### src/rtl/xcaf_pkg.sv
package xcaf_pkg;

    // One result item as it travels from the core to the output stage
    typedef struct packed {
        logic [7:0] out_byte;
        logic       has_byte;
        logic       last;
    } t_result;

    typedef enum logic {
        ST_RUN,
        ST_DRAIN
    } t_state;

    // Request kinds (carried on tuser)
    localparam logic CMD_DATA  = 1'b0;
    localparam logic CMD_FLUSH = 1'b1;

    // Direction register values
    localparam logic DIR_ENCODE = 1'b0;
    localparam logic DIR_DECODE = 1'b1;

    // E8 or E9 opcode: top seven bits of the byte
    localparam logic [6:0]  OPCODE_E8_HI   = 7'h74;
    localparam logic [7:0]  EMPTY_ALL      = 8'hFF;
    localparam logic [31:0] SKIP_RESET     = 32'd5;
    localparam logic [31:0] SKIP_GAP       = 32'd4;
    localparam logic [31:0] OPERAND_BIAS   = 32'h0100_0000;
    localparam logic [31:0] OPERAND_UNBIAS = 32'hFF00_0000;

endpackage

### src/rtl/xcaf_xform.sv
module xcaf_xform (
    input  logic        i_dir,
    input  logic [24:0] i_operand,
    input  logic [24:0] i_pos,
    output logic [24:0] o_operand
);
    import xcaf_pkg::*;

    logic [24:0] enc_sum;
    logic [24:0] dec_swap;

    // encode: add position, then byte swap with 7-bit offset
    assign enc_sum  = i_operand + i_pos;
    // decode: inverse swap, then subtract position
    assign dec_swap = {i_operand[7:0], i_operand[15:8], i_operand[23:16], i_operand[24]};

    always_comb begin
        if (i_dir == DIR_ENCODE) begin
            o_operand = {enc_sum[0], enc_sum[8:1], enc_sum[16:9], enc_sum[24:17]};
        end else begin
            o_operand = dec_swap - i_pos;
        end
    end

endmodule

### src/rtl/xcaf_core.sv
module xcaf_core (
    input  logic              i_clk,
    input  logic              i_rst_n,
    input  logic              i_cfg_we,
    input  logic              i_cfg_dir,
    input  logic              i_acc,
    input  logic              i_cmd,
    input  logic [7:0]        i_data,
    input  logic              i_slot_free,
    output logic              o_busy,
    output logic              o_load,
    output xcaf_pkg::t_result o_res
);
    import xcaf_pkg::*;

    t_state      r_state, n_state;
    logic [63:0] r_window, n_window;
    logic [7:0]  r_empty, n_empty;
    logic [31:0] r_pos, n_pos;
    logic [31:0] r_skip, n_skip;
    logic        r_dir, n_dir;

    logic [31:0] lo, hi, biased, hi_new;
    logic        hit, in_range;
    logic [24:0] new_operand;
    logic [63:0] win_mod;
    logic [2:0]  old_idx;
    logic [63:0] win_shift;
    logic [7:0]  drain_marks;
    logic        drain_last;
    logic        all_empty;
    logic        drain_go;

    assign lo       = r_window[31:0];
    assign hi       = r_window[63:32];
    assign hit      = (r_pos >= r_skip) && (lo[31:25] == OPCODE_E8_HI);
    assign biased   = hi + OPERAND_BIAS;
    assign in_range = (biased[31:25] == 7'd0);

    xcaf_xform u_xform (
        .i_dir     (r_dir),
        .i_operand (biased[24:0]),
        .i_pos     (r_pos[24:0]),
        .o_operand (new_operand)
    );

    assign hi_new  = {7'd0, new_operand} + OPERAND_UNBIAS;
    assign win_mod = (hit && in_range) ? {hi_new, lo} : r_window;

    // oldest occupied slot: lowest byte index whose empty mark is clear
    always_comb begin
        old_idx = 3'd0;
        for (int j = 7; j >= 0; j--) begin
            if (!r_empty[7 - j]) begin
                old_idx = 3'(j);
            end
        end
    end

    assign win_shift   = r_window >> {old_idx, 3'b000};
    assign drain_marks = r_empty | (8'h80 >> old_idx);
    assign drain_last  = (drain_marks == EMPTY_ALL);
    assign all_empty   = (r_empty == EMPTY_ALL);

    always_ff @(posedge i_clk) begin
        if (!i_rst_n) begin
            r_state  <= ST_RUN;
            r_window <= '0;
            r_empty  <= EMPTY_ALL;
            r_pos    <= '0;
            r_skip   <= SKIP_RESET;
            r_dir    <= DIR_ENCODE;
        end else begin
            r_state  <= n_state;
            r_window <= n_window;
            r_empty  <= n_empty;
            r_pos    <= n_pos;
            r_skip   <= n_skip;
            r_dir    <= n_dir;
        end
    end

    always_comb begin
        n_state  = r_state;
        n_window = r_window;
        n_empty  = r_empty;
        n_pos    = r_pos;
        n_skip   = r_skip;
        n_dir    = i_cfg_we ? i_cfg_dir : r_dir;
        o_load   = 1'b0;
        o_res    = '0;
        drain_go = 1'b0;

        unique case (r_state)
            ST_RUN: begin
                if (i_acc && (i_cmd == CMD_DATA)) begin
                    o_load   = 1'b1;
                    if (!r_empty[7]) begin
                        o_res = '{out_byte: r_window[7:0], has_byte: 1'b1, last: 1'b0};
                    end
                    n_window = {i_data, win_mod[63:8]};
                    n_empty  = {r_empty[6:0], 1'b0};
                    n_pos    = r_pos + 32'd1;
                    if (hit) begin
                        n_skip = r_pos + SKIP_GAP;
                    end
                end else if (i_acc && (i_cmd == CMD_FLUSH)) begin
                    drain_go = 1'b1;
                end
            end
            ST_DRAIN: begin
                drain_go = i_slot_free;
            end
            default: begin
                n_state = ST_RUN;
            end
        endcase

        if (drain_go) begin
            o_load = 1'b1;
            if (all_empty) begin
                o_res = '{out_byte: 8'd0, has_byte: 1'b0, last: 1'b1};
            end else begin
                o_res   = '{out_byte: win_shift[7:0], has_byte: 1'b1, last: drain_last};
                n_empty = drain_marks;
                n_state = ST_DRAIN;
            end
            if (all_empty || drain_last) begin
                n_state  = ST_RUN;
                n_window = '0;
                n_empty  = EMPTY_ALL;
                n_pos    = '0;
                n_skip   = SKIP_RESET;
                n_dir    = DIR_ENCODE;
            end
        end
    end

    assign o_busy = (r_state == ST_DRAIN);

endmodule

### src/rtl/xcaf_out_reg.sv
module xcaf_out_reg (
    input  logic              i_clk,
    input  logic              i_rst_n,
    input  logic              i_load,
    input  xcaf_pkg::t_result i_res,
    input  logic              i_ready,
    output logic              o_valid,
    output xcaf_pkg::t_result o_res,
    output logic              o_slot_free
);
    import xcaf_pkg::*;

    logic    r_valid, n_valid;
    t_result r_res;

    assign o_slot_free = !r_valid || i_ready;

    always_comb begin
        n_valid = r_valid;
        if (i_load) begin
            n_valid = 1'b1;
        end else if (i_ready) begin
            n_valid = 1'b0;
        end
    end

    always_ff @(posedge i_clk) begin
        if (!i_rst_n) begin
            r_valid <= 1'b0;
        end else begin
            r_valid <= n_valid;
        end
    end

    // payload needs no reset
    always_ff @(posedge i_clk) begin
        if (i_load) begin
            r_res <= i_res;
        end
    end

    assign o_valid = r_valid;
    assign o_res   = r_res;

endmodule

### src/rtl/x86_call_address_filter_top.sv
// E8/E9 branch filter for x86 code, one stream byte per request.
// Slave stream: tdata = data byte, tuser = command (0 data, 1 flush).
// Master stream: tdata = filtered byte, tuser = has_byte, tlast = end of flush.
// Config: i_cfg_we writes i_cfg_wdata into the direction bit
// (0 encode, 1 decode); write only while the block is idle.
// A data request yields exactly one result, registered in the cycle after
// acceptance; throughput is one request per cycle while tready is high, set by
// the single window/operand update between the state registers and the output
// register. A flush request yields one result per buffered byte (1 to 8),
// oldest first, the first registered likewise and then one per cycle while the
// receiver takes them; slave tready is low for the drain. With nothing buffered
// it yields one empty result marked tlast. After the last flush result all
// state, the direction bit included, returns to reset values.
// Reset (synchronous, active low) empties the window, clears position and
// sets the skip mark to five. When the receiver stalls, the output register
// holds its result and the slave side stops accepting once it is full.
module x86_call_address_filter_top (
    input  logic       i_clk,
    input  logic       i_rst_n,
    input  logic       i_cfg_we,
    input  logic       i_cfg_wdata,
    input  logic       i_s_axis_tvalid,
    output logic       o_s_axis_tready,
    input  logic [7:0] i_s_axis_tdata,   // [7:0] data_byte
    input  logic [0:0] i_s_axis_tuser,   // [0] cmd
    output logic       o_m_axis_tvalid,
    input  logic       i_m_axis_tready,
    output logic [7:0] o_m_axis_tdata,   // [7:0] out_byte
    output logic [0:0] o_m_axis_tuser,   // [0] has_byte
    output logic       o_m_axis_tlast
);
    import xcaf_pkg::*;

    logic    w_busy;
    logic    w_load;
    logic    w_slot_free;
    logic    w_acc;
    t_result w_core_res;
    t_result w_out_res;

    // accept when not draining and the output register can take a result
    assign o_s_axis_tready = !w_busy && w_slot_free;
    assign w_acc           = i_s_axis_tvalid && o_s_axis_tready;

    xcaf_core u_core (
        .i_clk       (i_clk),
        .i_rst_n     (i_rst_n),
        .i_cfg_we    (i_cfg_we),
        .i_cfg_dir   (i_cfg_wdata),
        .i_acc       (w_acc),
        .i_cmd       (i_s_axis_tuser[0]),
        .i_data      (i_s_axis_tdata),
        .i_slot_free (w_slot_free),
        .o_busy      (w_busy),
        .o_load      (w_load),
        .o_res       (w_core_res)
    );

    xcaf_out_reg u_out (
        .i_clk       (i_clk),
        .i_rst_n     (i_rst_n),
        .i_load      (w_load),
        .i_res       (w_core_res),
        .i_ready     (i_m_axis_tready),
        .o_valid     (o_m_axis_tvalid),
        .o_res       (w_out_res),
        .o_slot_free (w_slot_free)
    );

    assign o_m_axis_tdata    = w_out_res.out_byte;
    assign o_m_axis_tuser[0] = w_out_res.has_byte;
    assign o_m_axis_tlast    = w_out_res.last;

    // an empty result always carries a zero byte
    a_empty_zero: assert property (@(posedge i_clk) disable iff (!i_rst_n)
        (o_m_axis_tvalid && !o_m_axis_tuser[0]) |-> (o_m_axis_tdata == 8'd0))
        else $error("empty result with nonzero byte");

    // every accepted request shows a result in the next cycle
    a_req_result: assert property (@(posedge i_clk) disable iff (!i_rst_n)
        w_acc |=> o_m_axis_tvalid)
        else $error("accepted request produced no result");

    // no new request is taken while a flush drains
    a_drain_block: assert property (@(posedge i_clk) disable iff (!i_rst_n)
        w_busy |-> !o_s_axis_tready)
        else $error("request accepted during flush drain");

endmodule

### config.mk
export PLATFORM = sky130hd
export DESIGN_NAME = x86_call_address_filter_top
export DESIGN_NICKNAME = d
export VERILOG_FILES = /design/src/rtl/xcaf_pkg.sv /design/src/rtl/xcaf_xform.sv /design/src/rtl/xcaf_core.sv /design/src/rtl/xcaf_out_reg.sv /design/src/rtl/x86_call_address_filter_top.sv
export SDC_FILE = /design/constraint.sdc
export NUM_CORES = 1
export LEC_CHECK = 0
export BUFFER_PORTS_ARGS = -buffer_cell sky130_fd_sc_hd__clkbuf_2
export CAP_MARGIN = 5
export CORE_ASPECT_RATIO = 0.5
export CORE_MARGIN = 5
export CORE_UTILIZATION = 38
export CTS_CLUSTER_DIAMETER = 100
export CTS_CLUSTER_SIZE = 40
export DETAILED_ROUTE_END_ITERATION = 7
export HOLD_SLACK_MARGIN = 0.08
export PLACE_DENSITY_LB_ADDON = 0.1
export SLEW_MARGIN = 20
export SYNTH_ARGS = -nofsm -noshare
export SYNTH_HDL_FRONTEND = slang
export SYNTH_SLANG_ARGS = --single-unit
### constraint.sdc
create_clock -name i_clk -period 5.6 [get_ports i_clk]
set_clock_uncertainty 0.1 [all_clocks]
set_input_delay 0.28 -clock i_clk [delete_from_list [all_inputs] [get_ports i_clk]]
set_output_delay 0.28 -clock i_clk [all_outputs]
set_load 0.01 [all_outputs]
After elaboration in Yosys (flattened, before gate mapping):

Index checks and enable logic that the tools add are counted.

* flip-flop bits (word level): 149
* bits of input ports: 15
* output and inout bits: 12

* shift-type cells: 2
* bitwise logic cells: 3
* add/subtract/negate cells: 6
* reductions and logical operators: 13
* magnitude comparators: 1
* eq/ne operators: 4
* mux-type cells: 46

Operator list (count)
* two-way mux 64 bit: 5
* two-way mux 32 bit: 9
* >> shifter 64 x 6 -> 8 bit: 1
* two-way mux 10 bit: 5
* two-way mux 8 bit: 5
* adder 32 x 1 -> 32 bit (second input constant): 1
* adder 32 x 25 -> 32 bit (second input constant): 1
* adder 32 x 3 -> 32 bit (second input constant): 1
* greater-or-equal comparator 32 bit: 1
* adder 26 x 25 -> 27 bit (second input constant): 1
* adder 25 bit: 1
* two-way mux 25 bit: 1
* subtractor 25 bit: 1
* two-way mux 3 bit: 8
* == test 8 bit (second input constant): 2
* two-way mux 1 bit: 12
* OR 8 bit: 1
* >> shifter 8 x 3 -> 8 bit (first input constant): 1
* == test 7 bit (second input constant): 1
* logical NOT 7 bit: 1
* logical AND 1 bit: 6
* logical NOT 1 bit: 2
* logical OR 1 bit: 2
* != test 2 bit (second input constant): 1
* 4 further kinds: 5

Longest topological paths before layout:

Gate-level depths: netlist (run 1).

* depth after elaboration: 14
* mapped depth: 12
* depth with buffers taken out: 11

By module:

From an unflattened synthesis (run 1), not the netlist that was laid out.

* cell total of the unflattened synthesis: 1360
* area total of the unflattened synthesis: 10655.2 um2

By module, submodules not included
* xcaf_core: area each 7452.1 um2, sequential area each 2762.6 um2, cells each 930, instances 1
* xcaf_xform: area each 2839.0 um2, sequential area each 0.0 um2, cells each 414, instances 1
* xcaf_out_reg: area each 349.1 um2, sequential area each 320.3 um2, cells each 14, instances 1
* x86_call_address_filter_top: area each 15.0 um2, sequential area each 0.0 um2, cells each 2, instances 1

Worst setup path after synthesis (run 1):

OpenSTA, ideal clock, no wires.

* kind: reg-to-reg
* start: register u_core.r_window[56]
* end: register u_core.r_window[48]
* data arrival time: 2.692 ns
* cell stages (with the launch flop): 12
* required time: 5.367 ns
* setup slack: 2.675 ns
* library setup time: 0.133 ns
* cells stage by stage: dfxtp_1 ha_1 inv_1 fa_1 a211oi_1 o21bai_1 o211ai_1 a211oi_2 a41o_1 a221oi_2 o41a_1 nand3_1

* longest elaborated chain between the ends: 9
* elaborated cells on any way between the ends: 12
* those cells by class: 4 x add/sub; 6 x mux; 2 x reduce/logical

RTL lines
* start: declaration: RTL line xcaf_core.sv:17 `logic [63:0] r_window, n_window;`
* start signal: assignment: RTL line xcaf_core.sv:75 `r_window <= n_window;`
* adder 32 x 25 -> 32 bit: RTL line xcaf_core.sv:37 `assign biased = hi + OPERAND_BIAS;`
* subtractor 25 bit / adder 25 bit (equally long branches): RTL line xcaf_xform.sv:21, xcaf_xform.sv:13
* two-way mux 25 bit: RTL line xcaf_xform.sv:18 `if (i_dir == DIR_ENCODE) begin`
* adder 26 x 25 -> 27 bit: RTL line xcaf_core.sv:47 `assign hi_new = {7'd0, new_operand} + OPERAND_UNBIAS;`
* two-way mux 64 bit (*): RTL line xcaf_core.sv:48 `assign win_mod = (hit && in_range) ? {hi_new, lo} : r_window;`
* two-way mux 64 bit (*): RTL line xcaf_core.sv:96 `if (i_acc && (i_cmd == CMD_DATA)) begin`
* two-way mux 64 bit (*): RTL line xcaf_core.sv:94 `unique case (r_state)`
* two-way mux 64 bit: RTL line xcaf_core.sv:128 `if (all_empty || drain_last) begin`
* two-way mux 64 bit (*): RTL line xcaf_core.sv:119 `if (drain_go) begin`

Mark *: on every way between the ends. The rest lies on a longest branch, timed or not.
A chain may end at the register's enable or synchronous reset.

Worst setup path after layout (run 1):

* start: register u_core.r_window[56]
* end: register u_core.r_window[50]

* longest elaborated chain between the ends: 9
* elaborated cells on any way between the ends: 12
* those cells by class: 4 x add/sub; 6 x mux; 2 x reduce/logical

RTL lines (RTL line)
* adder 32 x 25 -> 32 bit (*): xcaf_core.sv:37
* subtractor 25 bit / adder 25 bit (equally long branches): xcaf_xform.sv:21, xcaf_xform.sv:13
* two-way mux 25 bit: xcaf_xform.sv:18
* adder 26 x 25 -> 27 bit: xcaf_core.sv:47
* two-way mux 64 bit (*): xcaf_core.sv:48
* two-way mux 64 bit (*): xcaf_core.sv:96
* two-way mux 64 bit (*): xcaf_core.sv:94
* two-way mux 64 bit: xcaf_core.sv:128
* two-way mux 64 bit (*): xcaf_core.sv:119

Marked as above.

==> flow_metrics.env, run 1 <==
export IMPL_die_x_microns=243
export IMPL_synth_edf_count=10
export IMPL_yosysMostFrequentCell="nand2_1"
export IMPL_seq_area_frac_synth_pct=30.0
export IMPL_synth_top_cells_by_count="nand2_1 (156), dfxtp_1 (139), nor2_1 (138)"
export IMPL_use_met2_pct=34.2
export IMPL_route_vias_total=9813
export IMPL_grt_pass1_wl_microns=53600
export IMPL_cts_tree="built"
export IMPL_slew_violations=0
export IMPL_grt_max_degree=78
export IMPL_drt_iter0_drc=991
export IMPL_die_h_microns=126
export IMPL_fin_crit_sh_pct=68.9
export IMPL_hold_class="in2reg"
export IMPL_setup_tns_final_ns=0
export IMPL_worst_pin_slew_ns=1.02
export IMPL_core_area_sq_um=26500
export IMPL_place_congestion=0.982
export IMPL_relSlewSlack_pct=31.6
export IMPL_synth_nets=1426
export IMPL_critPathCaptureType="flop"
export IMPL_dp_cells=1650
export IMPL_dp_hpwl_microns=25600
export IMPL_maxCapViolCount=0
export IMPL_worstPathRequired_ns=5.81
export IMPL_grt_ovfl_total=0
export IMPL_dr_pass1_iters=5
export IMPL_critical_path_arrival_ns=4.07
export IMPL_drive_above_1_share_pct=6.92
export IMPL_seqPwrFrac_pct=43.2
export IMPL_multi_input_area_sq_um=6670
export IMPL_worstSetupStartpointType="flop"
export IMPL_gr_usage_met1_pct=31.2
export IMPL_whs_ns=0.179
export IMPL_postSynthAreaPerCell_sq_um=7.76
export IMPL_power_density_nw_per_um2=226
export IMPL_final_cells=1696
export IMPL_crit_fanout=8
export IMPL_p_clk_share_pct=45.6
export IMPL_grtUsageTotal_pct=22.3
export IMPL_drc=0
export IMPL_portBuffers=26
export IMPL_cts_root_buffer="clkbuf_16"
export IMPL_grt_busiest_layer="met2"
export IMPL_clk_path_buf_depth=2
export IMPL_ant_nets=0
export IMPL_max_freq_ghz=0.259
export IMPL_crit_type="reg2reg"
export IMPL_synth_main_ff_cell="dfxtp_1"
export IMPL_ir_drop_v=0.000185
export IMPL_final_nets=1430
export IMPL_synth_cells=1326
export IMPL_yosysUniqueCellTypes=78
export IMPL_rows=42
export IMPL_routedWlPerCell_microns=20.3
export IMPL_status="completed"
export IMPL_rrSetupSlack_ns=1.74
export IMPL_cts_resized_gates=0
export IMPL_io_pins=27
export IMPL_viasPerCell=5.79
export IMPL_seqCellArea_sq_um=3080
export IMPL_switching_share_pct=27.8
export IMPL_p_leak_nw=4.32
export IMPL_antenna_found_initial=2
export IMPL_combPwrFrac_pct=11.3
export IMPL_synthArstFlopShare_pct=0
export IMPL_cts_buffers=17
export IMPL_filler_cell_count=2669
export IMPL_synth_area_leader_cell="dfxtp_1"
export IMPL_path_clk_slew_ns=0.07
export IMPL_cts_sinks=149
export IMPL_grt_pass1_vias=9175
export IMPL_cts_htree_levels=4
export IMPL_yosysWarningCount=0
export IMPL_synth_area_sq_um=10300
export IMPL_initial_core_util_pct=38.8
export IMPL_synthToLayoutAreaGrowth_pct=10.8
export IMPL_min_period_ns=3.86
export IMPL_use_met3_pct=5.86
export IMPL_drt_total_wl_microns=34400
export IMPL_setup_viol=0
export IMPL_worstSkewPairLatency_ns=0.45
export IMPL_rsz0062_at_grt="no"
export IMPL_hold_viol=0
export IMPL_synth_top_area_share_pct=27.0
export IMPL_ys_ff_latch=149
export IMPL_die_area_sq_um=30700
export IMPL_power_switching_mw=0.717
export IMPL_p_int_mw=1.86
export IMPL_synthTopCellsByArea="dfxtp_1 (27%), ha_1 (10%), xnor2_1 (5.8%), nand2_1 (5.7%), a21oi_1 (5.5%)"
[cell type report]
type | instances | area share (%)
clock buffers | 18 | 3.85
well taps | 352 | 3.86
flip-flops and latches | 149 | 27.0
repair buffers | 49 | 2.94
diodes | 1 | 0.0219
inverters | 76 | 2.50
clock inverters | 14 | 1.31
multi-input cells | 1037 | 58.5
[placed cells by master (no fill, tap or decap), types with 6 or more instances in the layout]
cell           count
dlygate4sd3_1     13
edfxtp_1          10
and4_1             6
o211ai_1          11
o31ai_1            6
nand2_1          155
xnor2_1           68
a21o_1            25
a211oi_1          45
clkbuf_2          26
buf_4             10
o21a_1             9
nor2b_1            8
mux2i_1           13
clkbuf_16         17
xor2_1            15
o21ai_0           63
a22oi_1           18
dfxtp_1          139
and2_1             8
and3_1            11
o21bai_1           6
nor3_1            24
ha_1              83
a21oi_1          114
o22ai_1           22
inv_1             76
a31oi_1           11
o221ai_1          19
nor4_1             7
nand3_1           44
nor2_1           137
or3_1             13
nand4_1           17
[worst max-delay path, stage by stage, from the launching register on]
cell and delay, ns:
dfxtp_1 0.60, ha_1 0.25, inv_1 0.05, fa_1 0.42
a211oi_1 0.27, o21bai_1 0.20, o211ai_1 0.37, a211oi_2 0.18
a41o_1 0.32, a221oi_2 0.40, o41a_1 0.43, nand3_1 0.13
[worst paths after layout]
kind,from,cells after the start,end
setup / recovery,u_core.r_window[56],11,u_core.r_window[50]
hold reg to reg,u_core.r_window[20],2,u_core.r_window[12]
hold / removal,i_m_axis_tready,3,u_out.o_valid
setup reg to reg,u_core.r_window[56],11,u_core.r_window[50]
[power by group through the flow]
stage / clock network [mW] / logic [mW] / registers, mW
after floorplan: 0 / 0.199 / 1.13
after global placement: 0 / 0.276 / 1.14
after detailed placement: 0 / 0.279 / 1.14
after CTS: 1.20 / 0.287 / 1.11
after global routing: 1.24 / 0.317 / 1.11
final: 1.17 / 0.291 / 1.11
[metal layers]
metal	part of all wire [%]	routed length (microns)
met2	43	14600
met4	1.8	629
met1	48	16400
met3	7.8	2670
met5	0.099	34
[stage by stage]
stage	area [sq um]	power [mW]	setup WS, ns	util [%]
2_1_floorplan	10300	1.33	2.67	-
3_3_place_gp	10700	1.41	1.86	40.2
3_5_place_dp	10700	1.41	1.83	40.2
4_1_cts	11400	2.60	1.81	42.9
5_1_grt	11400	2.67	1.54	43.0
6_report	11400	2.58	1.74	43.0
[cell families after synthesis]
kind of cell               Yosys count  share of synthesized area, %
and+or+nand+nor                    462                          20.7
muxes                               14                          1.37
AOI/OAI and AO/OA                  392                          24.9
buffers and inverters              140                          5.42
xor gates and xnor gates            83                          7.06
DFF                                149                          30.0
adders and majority gates           86                          10.6
[sequential cells by signal (all words and copies together), names as in the netlist]
register and count:
u_core.o_busy 1, u_core.r_dir 1, u_core.r_empty 8, u_core.r_pos 32, u_core.r_skip 32, u_core.r_window 64
u_out.o_res 10, u_out.o_valid 1
[timing repair]
action / in CTS / in global routing
buffers inserted: 0 / 0
hold buffers: 13 / 0
setup endpoints to repair: 0 / 0
hold endpoints to repair: 13 / 0
(Power assumes the default switching activity.)
==> run 2, diff against run 1 <==
clock period = 4 ns   (was 5.6 ns; I/O delays follow)
==> run 2 against run 1 <==
Routed wire length up 2.1%. First-iteration DRC count shrank 16%. Utilization up 0.82 points. Maximum frequency grew 10%. Largest cell class unchanged. Highest routed layer is now met4.
==> flow_metrics.env, run 2 (synthesized netlist as in run 1, its figures left out) <==
export IMPL_worst_pin_slew_ns=0.913
export IMPL_crit_type="reg2reg"
export IMPL_cts_root_buffer="clkbuf_16"
export IMPL_core_area_sq_um=26500
export IMPL_initial_core_util_pct=38.8
export IMPL_final_nets=1450
export IMPL_cts_post_setup_buffers_inserted=0
export IMPL_critPathCaptureType="flop"
export IMPL_setup_viol=0
export IMPL_final_cell_area_sq_um=11600
export IMPL_grt_pass1_vias=9315
export IMPL_cts_buffers=17
export IMPL_portBuffers=26
export IMPL_synthToLayoutAreaGrowth_pct=12.9
export IMPL_io_pins=27
export IMPL_placed_cell_area_sq_um=10900
export IMPL_rows=42
export IMPL_max_freq_ghz=0.285
export IMPL_dr_pass1_iters=5
export IMPL_cts_tree="built"
export IMPL_rsz0062_at_grt="no"
export IMPL_r2r_start="u_core.r_pos[24]"
export IMPL_r2r_cells=10
export IMPL_cts_htree_levels=4
export IMPL_grtUsageTotal_pct=22.7
export IMPL_crit_fanout=12
export IMPL_largest_register="u_core.r_window"
export IMPL_endpoint="u_core.r_window[55]"
export IMPL_final_common_cell="nand2_1"
export IMPL_min_period_ns=3.51
export IMPL_dp_cells=1670
export IMPL_setup_tns_final_ns=0
export IMPL_worstSkewPairLatency_ns=0.45
export IMPL_die_area_sq_um=30700
export IMPL_worstPathRequired_ns=4.28
export IMPL_grt_ovfl_total=0
export IMPL_status="completed"
export IMPL_startpoint="u_core.r_pos[24]"
export IMPL_worstSetupStartpointType="flop"
export IMPL_rrSetupSlack_ns=0.49
export IMPL_drive_above_1_share_pct=8.07
export IMPL_finalPower_mw=3.75
export IMPL_final_cells=1716
export IMPL_routedWlPerCell_microns=20.5
export IMPL_hold_class="in2reg"
export IMPL_ant_nets=0
export IMPL_route_met3_wl_microns=2720
export IMPL_final_cell_mix="nand2_1 (155), dfxtp_1 (139), nor2_1 (138)"
export IMPL_largest_register_ffs=64
export IMPL_ir_drop_v=0.000275
export IMPL_slew_violations=0
export IMPL_die_x_microns=243
export IMPL_clk_path_buf_depth=2
export IMPL_p_leak_nw=4.46
export IMPL_met1Wirelength_microns=16900
export IMPL_rr_endpoint="u_core.r_window[55]"
export IMPL_die_h_microns=126
export IMPL_antenna_found_initial=1
export IMPL_route_vias_total=10005
export IMPL_place_congestion=1.03
export IMPL_critical_path_arrival_ns=3.78
export IMPL_power_density_nw_per_um2=323
export IMPL_largest_registers="u_core.r_window (64), u_core.r_pos (32), u_core.r_skip (32)"
export IMPL_dp_hpwl_microns=26200
export IMPL_highest_layer="met4"
export IMPL_post_route_util_pct=43.8
export IMPL_drt_iter0_drc=833
export IMPL_hold_viol=0
export IMPL_maxCapViolCount=0
export IMPL_relSlewSlack_pct=38.7
export IMPL_dr_wl_met2_microns=14700
export IMPL_path_clk_slew_ns=0.06
export IMPL_drc=0
export IMPL_fin_crit_sh_pct=87.6
export IMPL_grt_max_degree=73
export IMPL_viasPerCell=5.83
export IMPL_cts_sinks=149
export IMPL_grt_pass1_wl_microns=54800
export IMPL_drt_total_wl_microns=35200
## run 2: power breakdown
part           internal, mW  switching (mW)  leakage (nW)
sequential             1.53          0.0282          1.22
clock                  1.08           0.689         0.307
combinational         0.148           0.275          2.93
total                  2.76           0.992          4.46
## run 2: what timing repair did
action	in CTS	in global routing
resized for setup	0	0
setup endpoints to repair	0	0
hold buffers	13	0
hold endpoints to repair	13	0
## run 2: metrics by stage
stage / hold WS (ns) / worst slack (ns)
finish: 0.115 / 0.494
global route: 0.101 / 0.203
CTS: 0.0859 / 0.445
detailed placement: 0.334 / 0.468
global placement: 0.323 / 0.509
floorplan: 0.162 / 1.07
## run 2: cell type report
| class | instances | area, sq um |
|---|---|---|
| Multi-Input combinational cell | 1037 | 6660 |
| Fill cell | 2685 | 14900 |
| Clock inverter | 11 | 173 |
| Timing Repair Buffer | 69 | 510 |
| Antenna cell | 1 | 2.50 |
| Tap cell | 352 | 440 |
| Sequential cell | 149 | 3080 |
| Clock buffer | 21 | 462 |
| Inverter | 76 | 285 |
## run 2: worst max-delay path, cell delays in order, from the launching register on
cell	delay, ns
dfxtp_1	0.46
ha_1	0.35
nand4_1	0.13
nor4_1	0.35
o2111ai_1	0.28
a21oi_1	0.46
o211ai_1	0.13
buf_4	0.24
or2_2	0.35
o41a_1	0.46
nand3_1	0.14
## run 2: worst min path at each step
stage	startpoint	endpoint	cells past startpoint
after floorplan	i_rst_n	u_core.r_empty[2]	1
after CTS	i_m_axis_tready	u_out.o_valid	3
after global routing	i_m_axis_tready	u_out.o_valid	3
after detailed placement	i_s_axis_tdata[0]	u_core.r_window[56]	3
after global placement	i_s_axis_tdata[7]	u_core.r_window[63]	3
final	i_m_axis_tready	u_out.o_valid	3
## run 2: metal layers
layer	track usage, %	up-vias
li1	-	4842
met3	5.19	62
met2	33.5	329
met4	6.83	0
met1	33.0	4772
met5	0	-
